## config.mk

```make
export PLATFORM = sky130hd
export DESIGN_NAME = software_timer_slot_table_flat
export DESIGN_NICKNAME = d
export VERILOG_FILES = /design/src/sv/stt_pkg.sv /design/src/sv/stt_if.sv /design/src/sv/stt_ram.sv /design/src/sv/stt_alu.sv /design/src/sv/stt_out_reg.sv /design/src/sv/software_timer_slot_table.sv /design/src/flat_wrapper.sv
export VERILOG_INCLUDE_DIRS = /design/src /design/src/sv
export SDC_FILE = /design/constraint.sdc
export NUM_CORES = 2
export LEC_CHECK = 0
export BUFFER_PORTS_ARGS = -buffer_cell sky130_fd_sc_hd__buf_4
export CAP_MARGIN = 15
export CORE_MARGIN = 8
export CORE_UTILIZATION = 35
export DETAILED_ROUTE_END_ITERATION = 12
export GPL_TIMING_DRIVEN = 0
export HOLD_SLACK_MARGIN = 0.06
export PLACE_DENSITY = 0.62
export SYNTH_ARGS = -nofsm -noshare
export SYNTH_HDL_FRONTEND = slang
export SYNTH_SLANG_ARGS = --single-unit
```

## constraint.sdc

```tcl
create_clock -name clk_i -period 14.8 [get_ports clk_i]
set_input_delay 0.74 -clock clk_i [delete_from_list [all_inputs] [get_ports clk_i]]
set_output_delay 0.74 -clock clk_i [all_outputs]
set_load 0.02 [all_outputs]
```

## src/sv/software_timer_slot_table_assert.svh

```systemverilog
// ----------------------------------------------------------------------------
// software_timer_slot_table_assert.svh
// Assertion macros shared by the timer slot table RTL.
// ----------------------------------------------------------------------------
`ifndef SOFTWARE_TIMER_SLOT_TABLE_ASSERT_SVH
`define SOFTWARE_TIMER_SLOT_TABLE_ASSERT_SVH

// Same-cycle implication, disabled while reset is asserted.
`define STT_ASSERT_IMPLY(label, clk, rst_n, cond, prop, msg) \
  label: assert property (@(posedge clk) disable iff (!rst_n) (cond) |-> (prop)) \
    else $error(msg);

// Next-cycle implication, disabled while reset is asserted.
`define STT_ASSERT_NEXT(label, clk, rst_n, cond, prop, msg) \
  label: assert property (@(posedge clk) disable iff (!rst_n) (cond) |=> (prop)) \
    else $error(msg);

`endif

```

## src/sv/stt_pkg.sv

```systemverilog
// ----------------------------------------------------------------------------
// stt_pkg
// Shared types, codes and defaults of the timer slot table.
// ----------------------------------------------------------------------------
package stt_pkg;

  // Default table size and time counter width.
  localparam int SLOTS_DEF     = 16;
  localparam int TIME_BITS_DEF = 32;
  localparam int ID_W_DEF      = $clog2(SLOTS_DEF + 1);

  // Command codes carried in a command beat.
  typedef enum logic [1:0] {
    CMD_SET  = 2'd0,
    CMD_KILL = 2'd1,
    CMD_PROC = 2'd2
  } cmd_e;

  // Kinds of result beats.
  typedef enum logic [1:0] {
    KIND_SET  = 2'd0,
    KIND_KILL = 2'd1,
    KIND_FIRE = 2'd2,
    KIND_DONE = 2'd3
  } kind_e;

  // Reply status codes.
  typedef enum logic [1:0] {
    ST_OK     = 2'd0,
    ST_BAD_ID = 2'd1,
    ST_FULL   = 2'd2
  } status_e;

  // Operation of the shared adder.
  typedef enum logic {
    ALU_ADD = 1'b0,
    ALU_SUB = 1'b1
  } alu_op_e;

  // Static part of one slot entry; the start time is appended in the RAM word.
  typedef struct packed {
    logic [30:0] period;
    logic        rep;
    logic [3:0]  owner;
    logic [7:0]  handler;
    logic [31:0] tag;
  } slot_info_t;

  // One result beat without its id.
  typedef struct packed {
    kind_e       kind;
    status_e     status;
    logic [7:0]  handler;
    logic [31:0] tag;
    logic        last;
  } res_t;

endpackage

```

## src/sv/stt_if.sv

```systemverilog
// ----------------------------------------------------------------------------
// stt_if
// Valid/ready channels for command beats and result beats.
// ----------------------------------------------------------------------------

// Command channel.
interface stt_cmd_if
  import stt_pkg::*;
#(
  parameter int ID_W = ID_W_DEF
);
  logic            valid;
  logic            ready;
  logic [1:0]      cmd;
  logic [31:0]     now_time;
  logic [30:0]     period;
  logic            repeating;
  logic [3:0]      owner_id;
  logic [7:0]      handler_id;
  logic [31:0]     user_tag;
  logic [ID_W-1:0] slot_id;

  modport source (
    output valid, cmd, now_time, period, repeating, owner_id, handler_id,
           user_tag, slot_id,
    input  ready
  );
  modport sink (
    input  valid, cmd, now_time, period, repeating, owner_id, handler_id,
           user_tag, slot_id,
    output ready
  );
endinterface

// Result channel.
interface stt_res_if
  import stt_pkg::*;
#(
  parameter int ID_W = ID_W_DEF
);
  logic            valid;
  logic            ready;
  logic [1:0]      kind;
  logic [1:0]      status;
  logic [ID_W-1:0] result_id;
  logic [7:0]      fire_handler;
  logic [31:0]     fire_tag;
  logic            last;

  modport source (
    output valid, kind, status, result_id, fire_handler, fire_tag, last,
    input  ready
  );
  modport sink (
    input  valid, kind, status, result_id, fire_handler, fire_tag, last,
    output ready
  );
endinterface

```

## src/sv/stt_ram.sv

```systemverilog
// ----------------------------------------------------------------------------
// stt_ram
// Generic single-write, single-read RAM with a registered read port.
// ----------------------------------------------------------------------------
module stt_ram
  import stt_pkg::*;
#(
  parameter int WIDTH = 8,
  parameter int DEPTH = SLOTS_DEF
) (
  input  logic                                  clk_i,
  input  logic                                  we_i,
  input  logic [(DEPTH > 1 ? $clog2(DEPTH) : 1)-1:0] waddr_i,
  input  logic [WIDTH-1:0]                      wdata_i,
  input  logic                                  re_i,
  input  logic [(DEPTH > 1 ? $clog2(DEPTH) : 1)-1:0] raddr_i,
  output logic [WIDTH-1:0]                      rdata_o
);

  logic [WIDTH-1:0] mem_q [DEPTH];
  logic [WIDTH-1:0] rdata_q;

  // Write port.
  always_ff @(posedge clk_i) begin
    if (we_i) begin
      mem_q[waddr_i] <= wdata_i;
    end
  end

  // Registered read port; data holds until the next read.
  always_ff @(posedge clk_i) begin
    if (re_i) begin
      rdata_q <= mem_q[raddr_i];
    end
  end

  assign rdata_o = rdata_q;

endmodule

```

## src/sv/stt_alu.sv

```systemverilog
// ----------------------------------------------------------------------------
// stt_alu
// Shared adder/subtractor used for elapsed time and for the repeat reload.
// ----------------------------------------------------------------------------
module stt_alu
  import stt_pkg::*;
#(
  parameter int W = TIME_BITS_DEF
) (
  input  alu_op_e      op_i,
  input  logic [W-1:0] a_i,
  input  logic [W-1:0] b_i,
  output logic [W-1:0] y_o
);

  logic sub;

  // Subtraction is addition of the inverted operand plus one; result wraps.
  assign sub = (op_i == ALU_SUB);
  assign y_o = a_i + (b_i ^ {W{sub}}) + W'(sub);

endmodule

```

## src/sv/stt_out_reg.sv

```systemverilog
// ----------------------------------------------------------------------------
// stt_out_reg
// Output register that holds one result beat until the sink takes it.
// ----------------------------------------------------------------------------
module stt_out_reg
  import stt_pkg::*;
#(
  parameter int ID_W = ID_W_DEF
) (
  input  logic            clk_i,
  input  logic            rst_ni,
  input  logic            push_i,
  input  res_t            res_i,
  input  logic [ID_W-1:0] id_i,
  output logic            push_ok_o,
  stt_res_if.source       res_o
);

  logic            valid_q;
  res_t            res_q;
  logic [ID_W-1:0] id_q;

  // A new beat may enter when the register is empty or being drained.
  assign push_ok_o = !valid_q || res_o.ready;

  always_ff @(posedge clk_i or negedge rst_ni) begin
    if (!rst_ni) begin
      valid_q <= 1'b0;
    end else if (push_i) begin
      valid_q <= 1'b1;
    end else if (res_o.ready) begin
      valid_q <= 1'b0;
    end
  end

  // Payload needs no reset.
  always_ff @(posedge clk_i) begin
    if (push_i) begin
      res_q <= res_i;
      id_q  <= id_i;
    end
  end

  assign res_o.valid        = valid_q;
  assign res_o.kind         = res_q.kind;
  assign res_o.status       = res_q.status;
  assign res_o.result_id    = id_q;
  assign res_o.fire_handler = res_q.handler;
  assign res_o.fire_tag     = res_q.tag;
  assign res_o.last         = res_q.last;

endmodule

```

## src/sv/software_timer_slot_table.sv

```systemverilog
// ----------------------------------------------------------------------------
// software_timer_slot_table
// Timer slot table with set, kill and process commands, run by a sequencer
// over one slot RAM and one shared adder.
// ----------------------------------------------------------------------------
//
//  Channel | Dir | Beat
//  --------+-----+--------------------------------------------------------
//  cmd_i   | in  | cmd, now_time, period, repeating, owner, handler, tag, id
//  res_o   | out | kind, status, result_id, fire_handler, fire_tag, last
//
//  One command is in work at a time; cmd_i is ready only while idle.
//  Kill checks the slot id and answers; set scans the slots in turn, up
//  to the high-water mark, for a free one. Process visits each slot below
//  the high-water mark: free slots are skipped, used ones read and checked,
//  and a repeating timer that fires is reloaded, since the single RAM port
//  and the shared adder serve one slot at a time. Reset clears all valid
//  bits and the high-water mark at once. A held result beat stalls the
//  sequencer only when it has a new beat.
`include "software_timer_slot_table_assert.svh"

module software_timer_slot_table
  import stt_pkg::*;
#(
  parameter int SLOTS     = SLOTS_DEF,
  parameter int TIME_BITS = TIME_BITS_DEF
) (
  input  logic    clk_i,
  input  logic    rst_ni,
  stt_cmd_if.sink cmd_i,
  stt_res_if.source res_o
);

  localparam int ID_W = $clog2(SLOTS + 1);
  localparam int AW   = (SLOTS > 1) ? $clog2(SLOTS) : 1;
  localparam int EW   = $bits(slot_info_t) + TIME_BITS;
  localparam int CW   = (TIME_BITS > 31) ? TIME_BITS : 31;

  // Sequencer state codes.
  localparam logic [2:0] S_IDLE = 3'd0;
  localparam logic [2:0] S_SET  = 3'd1;
  localparam logic [2:0] S_KILL = 3'd2;
  localparam logic [2:0] S_PRD  = 3'd3;
  localparam logic [2:0] S_PEV  = 3'd4;
  localparam logic [2:0] S_PRL  = 3'd5;
  localparam logic [2:0] S_DONE = 3'd6;

  logic [2:0]           state_q, state_d;
  logic [ID_W-1:0]      idx_q, idx_d;
  logic [ID_W-1:0]      hw_q, hw_d;
  logic [SLOTS-1:0]     valid_q, valid_d;

  logic [TIME_BITS-1:0] now_q;
  logic [30:0]          period_q;
  logic                 rep_q;
  logic [3:0]           owner_q;
  logic [7:0]           handler_q;
  logic [31:0]          tag_q;
  logic [ID_W-1:0]      id_q;

  logic                 accept;
  logic [AW-1:0]        idx_a;
  logic [ID_W-1:0]      kill_m1;
  logic [AW-1:0]        kill_a;
  logic                 at_end, hw_full, kill_bad, fire_hit;

  logic                 ram_we, ram_re, wsel_set;
  logic [EW-1:0]        ram_wdata, ram_rdata;
  slot_info_t           rd_info, set_info;
  logic [TIME_BITS-1:0] rd_start;

  alu_op_e              alu_op;
  logic [TIME_BITS-1:0] alu_a, alu_b, alu_y;

  logic                 push, push_ok;
  res_t                 res;
  logic [ID_W-1:0]      res_id;
  logic                 fire_push, set_push;

  assign cmd_i.ready = (state_q == S_IDLE);
  assign accept      = cmd_i.valid && cmd_i.ready;

  // Command capture.
  always_ff @(posedge clk_i) begin
    if (accept) begin
      now_q     <= TIME_BITS'(cmd_i.now_time);
      period_q  <= cmd_i.period;
      rep_q     <= cmd_i.repeating;
      owner_q   <= cmd_i.owner_id;
      handler_q <= cmd_i.handler_id;
      tag_q     <= cmd_i.user_tag;
      id_q      <= cmd_i.slot_id;
    end
  end

  // Slot decode.
  assign idx_a    = idx_q[AW-1:0];
  assign kill_m1  = id_q - ID_W'(1);
  assign kill_a   = kill_m1[AW-1:0];
  assign at_end   = (idx_q == hw_q);
  assign hw_full  = (hw_q == ID_W'(SLOTS));
  assign kill_bad = (id_q == '0) || (id_q > hw_q) || !valid_q[kill_a];

  // Slot RAM word: static fields on top, start time below.
  assign rd_info  = slot_info_t'(ram_rdata[EW-1:TIME_BITS]);
  assign rd_start = ram_rdata[TIME_BITS-1:0];

  always_comb begin
    set_info.period  = period_q;
    set_info.rep     = rep_q;
    set_info.owner   = owner_q;
    set_info.handler = handler_q;
    set_info.tag     = tag_q;
  end

  assign ram_wdata = wsel_set ? {set_info, now_q} : {rd_info, alu_y};

  stt_ram #(
    .WIDTH (EW),
    .DEPTH (SLOTS)
  ) u_ram (
    .clk_i   (clk_i),
    .we_i    (ram_we),
    .waddr_i (idx_a),
    .wdata_i (ram_wdata),
    .re_i    (ram_re),
    .raddr_i (idx_a),
    .rdata_o (ram_rdata)
  );

  // Shared adder: elapsed time while checking, new start while reloading.
  assign alu_op = (state_q == S_PRL) ? ALU_ADD : ALU_SUB;
  assign alu_a  = (state_q == S_PRL) ? rd_start : now_q;
  assign alu_b  = (state_q == S_PRL) ? TIME_BITS'(rd_info.period) : rd_start;

  stt_alu #(
    .W (TIME_BITS)
  ) u_alu (
    .op_i (alu_op),
    .a_i  (alu_a),
    .b_i  (alu_b),
    .y_o  (alu_y)
  );

  assign fire_hit = (rd_info.owner == owner_q) &&
                    (CW'(alu_y) >= CW'(rd_info.period));

  // Sequencer.
  always_comb begin
    state_d  = state_q;
    idx_d    = idx_q;
    hw_d     = hw_q;
    valid_d  = valid_q;
    push     = 1'b0;
    res      = '0;
    res_id   = '0;
    ram_we   = 1'b0;
    ram_re   = 1'b0;
    wsel_set = 1'b0;
    unique case (state_q)
      S_IDLE: begin
        idx_d = '0;
        if (accept) begin
          unique case (cmd_i.cmd)
            CMD_SET:  state_d = S_SET;
            CMD_KILL: state_d = S_KILL;
            CMD_PROC: state_d = S_PRD;
            default:  state_d = S_IDLE;
          endcase
        end
      end
      S_SET: begin
        res.kind = KIND_SET;
        res.last = 1'b1;
        priority if (at_end && hw_full) begin
          res.status = ST_FULL;
          if (push_ok) begin
            push    = 1'b1;
            state_d = S_IDLE;
          end
        end else if (at_end || !valid_q[idx_a]) begin
          res.status = ST_OK;
          res_id     = idx_q + ID_W'(1);
          if (push_ok) begin
            push           = 1'b1;
            ram_we         = 1'b1;
            wsel_set       = 1'b1;
            valid_d[idx_a] = 1'b1;
            if (at_end) begin
              hw_d = hw_q + ID_W'(1);
            end
            state_d = S_IDLE;
          end
        end else begin
          idx_d = idx_q + ID_W'(1);
        end
      end
      S_KILL: begin
        res.kind   = KIND_KILL;
        res.status = kill_bad ? ST_BAD_ID : ST_OK;
        res.last   = 1'b1;
        if (push_ok) begin
          push = 1'b1;
          if (!kill_bad) begin
            valid_d[kill_a] = 1'b0;
          end
          state_d = S_IDLE;
        end
      end
      S_PRD: begin
        priority if (at_end) begin
          state_d = S_DONE;
        end else if (!valid_q[idx_a]) begin
          idx_d = idx_q + ID_W'(1);
        end else begin
          ram_re  = 1'b1;
          state_d = S_PEV;
        end
      end
      S_PEV: begin
        res.kind    = KIND_FIRE;
        res.status  = ST_OK;
        res.handler = rd_info.handler;
        res.tag     = rd_info.tag;
        res_id      = idx_q + ID_W'(1);
        if (!fire_hit) begin
          idx_d   = idx_q + ID_W'(1);
          state_d = S_PRD;
        end else if (push_ok) begin
          push = 1'b1;
          if (rd_info.rep) begin
            state_d = S_PRL;
          end else begin
            valid_d[idx_a] = 1'b0;
            idx_d          = idx_q + ID_W'(1);
            state_d        = S_PRD;
          end
        end
      end
      S_PRL: begin
        ram_we  = 1'b1;
        idx_d   = idx_q + ID_W'(1);
        state_d = S_PRD;
      end
      S_DONE: begin
        res.kind = KIND_DONE;
        res.last = 1'b1;
        if (push_ok) begin
          push    = 1'b1;
          state_d = S_IDLE;
        end
      end
      default: begin
        state_d = S_IDLE;
      end
    endcase
  end

  // Control state.
  always_ff @(posedge clk_i or negedge rst_ni) begin
    if (!rst_ni) begin
      state_q <= S_IDLE;
      idx_q   <= '0;
      hw_q    <= '0;
      valid_q <= '0;
    end else begin
      state_q <= state_d;
      idx_q   <= idx_d;
      hw_q    <= hw_d;
      valid_q <= valid_d;
    end
  end

  stt_out_reg #(
    .ID_W (ID_W)
  ) u_out (
    .clk_i     (clk_i),
    .rst_ni    (rst_ni),
    .push_i    (push),
    .res_i     (res),
    .id_i      (res_id),
    .push_ok_o (push_ok),
    .res_o     (res_o)
  );

  // Beats that the checks below look at.
  assign fire_push = push && (res.kind == KIND_FIRE);
  assign set_push  = push && (state_q == S_SET) && (res.status == ST_OK);

  // The high-water mark only grows and never passes the table size.
  `STT_ASSERT_NEXT(a_hw_grows, clk_i, rst_ni, 1'b1, hw_q >= $past(hw_q), "high-water mark shrank")
  `STT_ASSERT_IMPLY(a_hw_bound, clk_i, rst_ni, 1'b1, hw_q <= ID_W'(SLOTS), "mark overflowed")

  // A fire beat is only issued for a slot that is in use.
  `STT_ASSERT_IMPLY(a_fire_valid, clk_i, rst_ni, fire_push, valid_q[idx_a], "fire on free slot")

  // A successful set leaves its slot marked in use.
  `STT_ASSERT_NEXT(a_set_marks, clk_i, rst_ni, set_push, valid_q[$past(idx_a)], "set slot left free")

endmodule
```

## src/flat_wrapper.sv

```systemverilog
// flat-port wrapper written by rule: the top's interface ports become plain ports
module software_timer_slot_table_flat import stt_pkg::*;
#(
  parameter int SLOTS     = SLOTS_DEF,
  parameter int TIME_BITS = TIME_BITS_DEF
)
  (clk_i, rst_ni, cmd_i_valid, cmd_i_cmd, cmd_i_now_time, cmd_i_period, cmd_i_repeating, cmd_i_owner_id, cmd_i_handler_id, cmd_i_user_tag, cmd_i_slot_id, cmd_i_ready, res_o_valid, res_o_kind, res_o_status, res_o_result_id, res_o_fire_handler, res_o_fire_tag, res_o_last, res_o_ready);
  stt_cmd_if cmd_i_i ();
  stt_res_if res_o_i ();
  input  logic clk_i;
  input  logic rst_ni;
  input wire logic [$bits(cmd_i_i.valid)-1:0] cmd_i_valid;
  input wire logic [$bits(cmd_i_i.cmd)-1:0] cmd_i_cmd;
  input wire logic [$bits(cmd_i_i.now_time)-1:0] cmd_i_now_time;
  input wire logic [$bits(cmd_i_i.period)-1:0] cmd_i_period;
  input wire logic [$bits(cmd_i_i.repeating)-1:0] cmd_i_repeating;
  input wire logic [$bits(cmd_i_i.owner_id)-1:0] cmd_i_owner_id;
  input wire logic [$bits(cmd_i_i.handler_id)-1:0] cmd_i_handler_id;
  input wire logic [$bits(cmd_i_i.user_tag)-1:0] cmd_i_user_tag;
  input wire logic [$bits(cmd_i_i.slot_id)-1:0] cmd_i_slot_id;
  output wire logic [$bits(cmd_i_i.ready)-1:0] cmd_i_ready;
  output wire logic [$bits(res_o_i.valid)-1:0] res_o_valid;
  output wire logic [$bits(res_o_i.kind)-1:0] res_o_kind;
  output wire logic [$bits(res_o_i.status)-1:0] res_o_status;
  output wire logic [$bits(res_o_i.result_id)-1:0] res_o_result_id;
  output wire logic [$bits(res_o_i.fire_handler)-1:0] res_o_fire_handler;
  output wire logic [$bits(res_o_i.fire_tag)-1:0] res_o_fire_tag;
  output wire logic [$bits(res_o_i.last)-1:0] res_o_last;
  input wire logic [$bits(res_o_i.ready)-1:0] res_o_ready;
  assign cmd_i_i.valid = cmd_i_valid;
  assign cmd_i_i.cmd = cmd_i_cmd;
  assign cmd_i_i.now_time = cmd_i_now_time;
  assign cmd_i_i.period = cmd_i_period;
  assign cmd_i_i.repeating = cmd_i_repeating;
  assign cmd_i_i.owner_id = cmd_i_owner_id;
  assign cmd_i_i.handler_id = cmd_i_handler_id;
  assign cmd_i_i.user_tag = cmd_i_user_tag;
  assign cmd_i_i.slot_id = cmd_i_slot_id;
  assign cmd_i_ready = cmd_i_i.ready;
  assign res_o_valid = res_o_i.valid;
  assign res_o_kind = res_o_i.kind;
  assign res_o_status = res_o_i.status;
  assign res_o_result_id = res_o_i.result_id;
  assign res_o_fire_handler = res_o_i.fire_handler;
  assign res_o_fire_tag = res_o_i.fire_tag;
  assign res_o_last = res_o_i.last;
  assign res_o_i.ready = res_o_ready;
  software_timer_slot_table #(.SLOTS(SLOTS), .TIME_BITS(TIME_BITS)) u_core (.clk_i(clk_i), .rst_ni(rst_ni), .cmd_i(cmd_i_i), .res_o(res_o_i));
endmodule
```

==> out/qor.txt <==
# fillers: 19500
HP Start: cmd_i_user_tag[2]
DR iter-0 viols: 5228
Pre-antenna DRT Iters: 6
setup ws final: 6.60 ns
number of global-route vias before repair: 41000
final number of max-transition violations: 0
clock power share: 29.9%
syn_nets: 3927
syn avg cell area: 21.4 sq um
Slew Limit Headroom: 19.4%
GR Util All Layers: 17.1%
gr ovfl total: 0
first-pass GRT wire length: 302 mm
Critical Path RT: 15.29 ns
EDFF count, synth: 1999
average detailed-routed wire length per instance: 28.3 microns
Area Growth Syn to Fin: 19.0%
Synth warnings: 0
clk_skew: 0.0609 ns
critical path's largest stage delay: 0.68 ns
clk slew on worst S/H paths: 0.06 ns
die area: 0.244 sq mm
Worst R2R End: u_core.u_out.res_o.fire_handler[5]
H-tree depth: 4
CP cell instances: buf_4 -> nand3b_4 -> clkbuf_1 -> clkbuf_1 -> mux2_2 -> ha_1 -> a21oi_1 -> o31ai_1 -> o22ai_1 -> o32a_1 -> o41ai_4 -> or3_1 -> a21boi_1 -> o21ai_1 -> xnor2_1 -> ha_1 -> a2111oi_0 -> nand2_1 -> o21ai_0 -> o211ai_1 -> mux2i_2 -> nand4bb_1 -> nand2_4 -> buf_16
Post-Syn Area: 0.0799 sq mm
Final nets: 4548
FF-to-FF Start: u_core.state_q[0]
initial antenna violation count: 5
flop2flop setup slack: 6.60 ns
routed vias: 40700
Clock Latency Late Sink: 0.84 ns
Startpoint Class: flop
Setup CP Type: flop to flop
Core ar.: 0.227 sq mm
final setup vio count: 0
Critical Path Fanout Max: 41
slowest CP cell: clkbuf_1
Internal: 11.4 mW
layout cells sized above 1: 26.9%
hold endpoint: u_core.tag_q[2]
clock root buffer: clkbuf_16
wirelength, routed: 213 mm
Hold Crit Depth: 1
Slew @ Worst Pin: 1.21 ns
largest net degree at the start of global routing: 53
kind of path behind the tightest hold check: input pin to flop
final hold violation count: 0
status: complete, no violations
asr flop ratio synth: 1.48%
Die Width: 494 microns
RSZ-0062 raised after global routing: no
peak supply drop: 0.000111 V
Num CTS Buffers: 196
Crit. End Element: flop
sequential share of the synthesized area: 76.1%
Reg2Reg Depth: 24
pre-CTS WS: 6.89 ns
sw power: 4.67 mW
Final period util: 55.4%
Sw Share: 29.0%
ANT nets after route: 0
ys flop type: edfxtp_1
Final TNS setup: 0 ns
post-synthesis cell count: 3727
Initial Util: 35.2%
sequential power share: 46.4%
TritonCTS sink count: 2029
setup bufs post-CTS: 0
Max-Cap Viols: 0
combinational share of power: 23.7%
# DRC: 0
CP arrival: 8.69 ns
post_cts resized: 0
# IOs: 171
Yosys cell types: 72
port bufs: 170
GP Congestion: 0.872
vias per cell: 5.42
Die Span Y: 494 microns
hpwl dp: 139 mm
pwr dens: 169 mW/mm^2
CTS tree: done
fmax: 122 MHz
post-layout min period: 8.20 ns
Rows: 175
static leakage: 30.0 nW
Seq cells post-synth: 2029
Max Root-Sink Buffers: 3
-- routing by layer --
metal | wire [microns] | GRT usage (%) | vias to the layer above
li1 | - | - | 16700
met1 | 90900 | 25.1 | 21800
met2 | 97200 | 26.2 | 1988
met3 | 20700 | 4.10 | 259
met4 | 4160 | 3.49 | 0
met5 | 0 | 0 | -
-- sequential cells by signal (all words and copies together) (netlist names) --
name,cells
u_core.u_ram.mem_q,1728
u_core.u_ram.rdata_o,108
u_core.now_q,32
u_core.tag_q,32
u_core.u_out.res_o.fire_tag,32
u_core.period_q,31
u_core.valid_q,16
u_core.handler_q,8
u_core.u_out.res_o.fire_handler,8
u_core.hw_q,5
u_core.id_q,5
u_core.idx_q,5
u_core.u_out.res_o.result_id,5
u_core.owner_q,4
u_core.state_q,3
u_core.u_out.res_o.kind,2
u_core.u_out.res_o.status,2
u_core.rep_q,1
u_core.u_out.res_o.last,1
u_core.u_out.res_o.valid,1
-- worst max path at each step --
stage	slack, ns	start	endpoint
global route	6.34	u_core.state_q[0]	u_core.u_out.res_o.fire_handler[6]
floorplan	6.98	u_core.idx_q[0]	u_core.u_ram.mem_q[12][0]
CTS	6.85	u_core.state_q[0]	u_core.u_out.res_o.fire_handler[3]
detailed placement	6.89	u_core.state_q[0]	u_core.u_out.res_o.fire_handler[4]
finish	6.60	u_core.state_q[0]	u_core.u_out.res_o.fire_handler[5]
global placement	-0.86	u_core.idx_q[0]	u_core.u_ram.mem_q[12][56]
-- synthesized netlist by cell type (all sizes together), types with 2 or more instances --
cell	instances	area, sq um
edfxtp	1999	60000
mux4	549	12400
nand2	267	1000
clkbuf	125	469
nor2	96	363
ha	80	1000
a21oi	76	384
o21ai	63	327
inv	57	214
buf	50	210
and2	45	282
mux2	44	495
xnor2	31	272
dfrtp	30	751
o22a	30	263
a21o	29	218
xor2	19	166
nand3	15	75.1
nand2b	10	62.6
nor2b	9	56.3
nor3	9	50.1
o21a	9	67.6
a31oi	8	50.1
nand4	7	43.8
and3	6	37.5
o21bai	5	37.5
o31ai	5	51.3
a21boi	4	30.0
mux2i	4	43.8
o211ai	4	30.0
o41ai	4	53.8
a2111oi	3	51.3
a211oi	3	35.0
and4	3	26.3
o22ai	3	18.8
a211o	2	17.5
and3b	2	17.5
nand3b	2	27.5
nand4bb	2	22.5
nor4	2	12.5
or3	2	12.5
-- critical path, delay by kind of cell (launching register included) --
kind | cells | cell delay [ns]
compound gates | 10 | 2.44
xor+xnor | 1 | 0.32
fa+ha+maj | 2 | 0.68
buf+inv | 4 | 1.65
flops | 1 | 0.35
mux | 2 | 1.03
simple gates | 5 | 1.18
-- stage by stage --
| stage | area [sq um] | instances | util, % | power, mW | hold slack (ns) |
|---|---|---|---|---|---|
| final | 95100 | 7514 | 41.9 | 16.1 | 0.101 |
| after global placement | 84900 | 6906 | 37.4 | 11.2 | 0.508 |
| after floorplan | 79900 | 3727 | - | 9.87 | 0.444 |
| after detailed placement | 87400 | 7022 | 38.5 | 11.3 | 0.518 |
| after CTS | 94700 | 7481 | 41.7 | 16.2 | 0.0602 |
| after global routing | 95100 | 7511 | 41.9 | 16.7 | 0.0656 |
-- what timing repair did --
item                       4_1_cts  5_1_grt
hold endpoints to repair       136        0
setup endpoints to repair        0        0
hold buffers                   107        0
-- power by group through the flow --
stage | Combinational [mW] | Sequential, mW | Clock, mW
global placement | 3.54 | 7.68 | 0
CTS | 3.78 | 7.48 | 4.90
floorplan | 2.29 | 7.58 | 0
finish | 3.81 | 7.47 | 4.82
global route | 4.08 | 7.49 | 5.12
detailed placement | 3.74 | 7.59 | 0
-- cell type report --
class	instances	area [sq um]	share of cell area, %
diodes	3	7.51	0.00790
inverters	57	214	0.225
repair buffers	423	5120	5.38
clock inverters	95	895	0.941
clock buffers	257	5250	5.52
plain buffers	175	687	0.723
well taps	3009	3760	3.96
multi-input cells	1466	18300	19.3
flip-flops and latches	2029	60800	63.9
-- cells by family (layout without fill, tap and decap cells) --
logic type | after synthesis | after routing | synth area share [%]
AND/OR/NAND/NOR | 482 | 482 | 2.67
adder cells (fa/ha/maj) | 81 | 81 | 1.28
XOR/XNOR | 50 | 50 | 0.548
other | 0 | 3 | 0
buffers and inverters | 232 | 1007 | 1.12
flip-flops | 2029 | 2029 | 76.1
AO/OA/AOI/OAI | 256 | 256 | 2.14
multiplexers | 597 | 597 | 16.2
-- placed cells by master, fill, tap and decap left out, types with 78 or more instances in the layout --
cell type	netlist	routed
clkbuf_1	125	173
ha_1	80	80
mux4_2	549	549
edfxtp_1	1999	1999
nand2_1	267	266
dlygate4sd3_1	0	107
nor2_1	95	78
clkbuf_16	0	200
buf_4	2	174
buf_12	0	82
(Power assumes the default switching activity.)
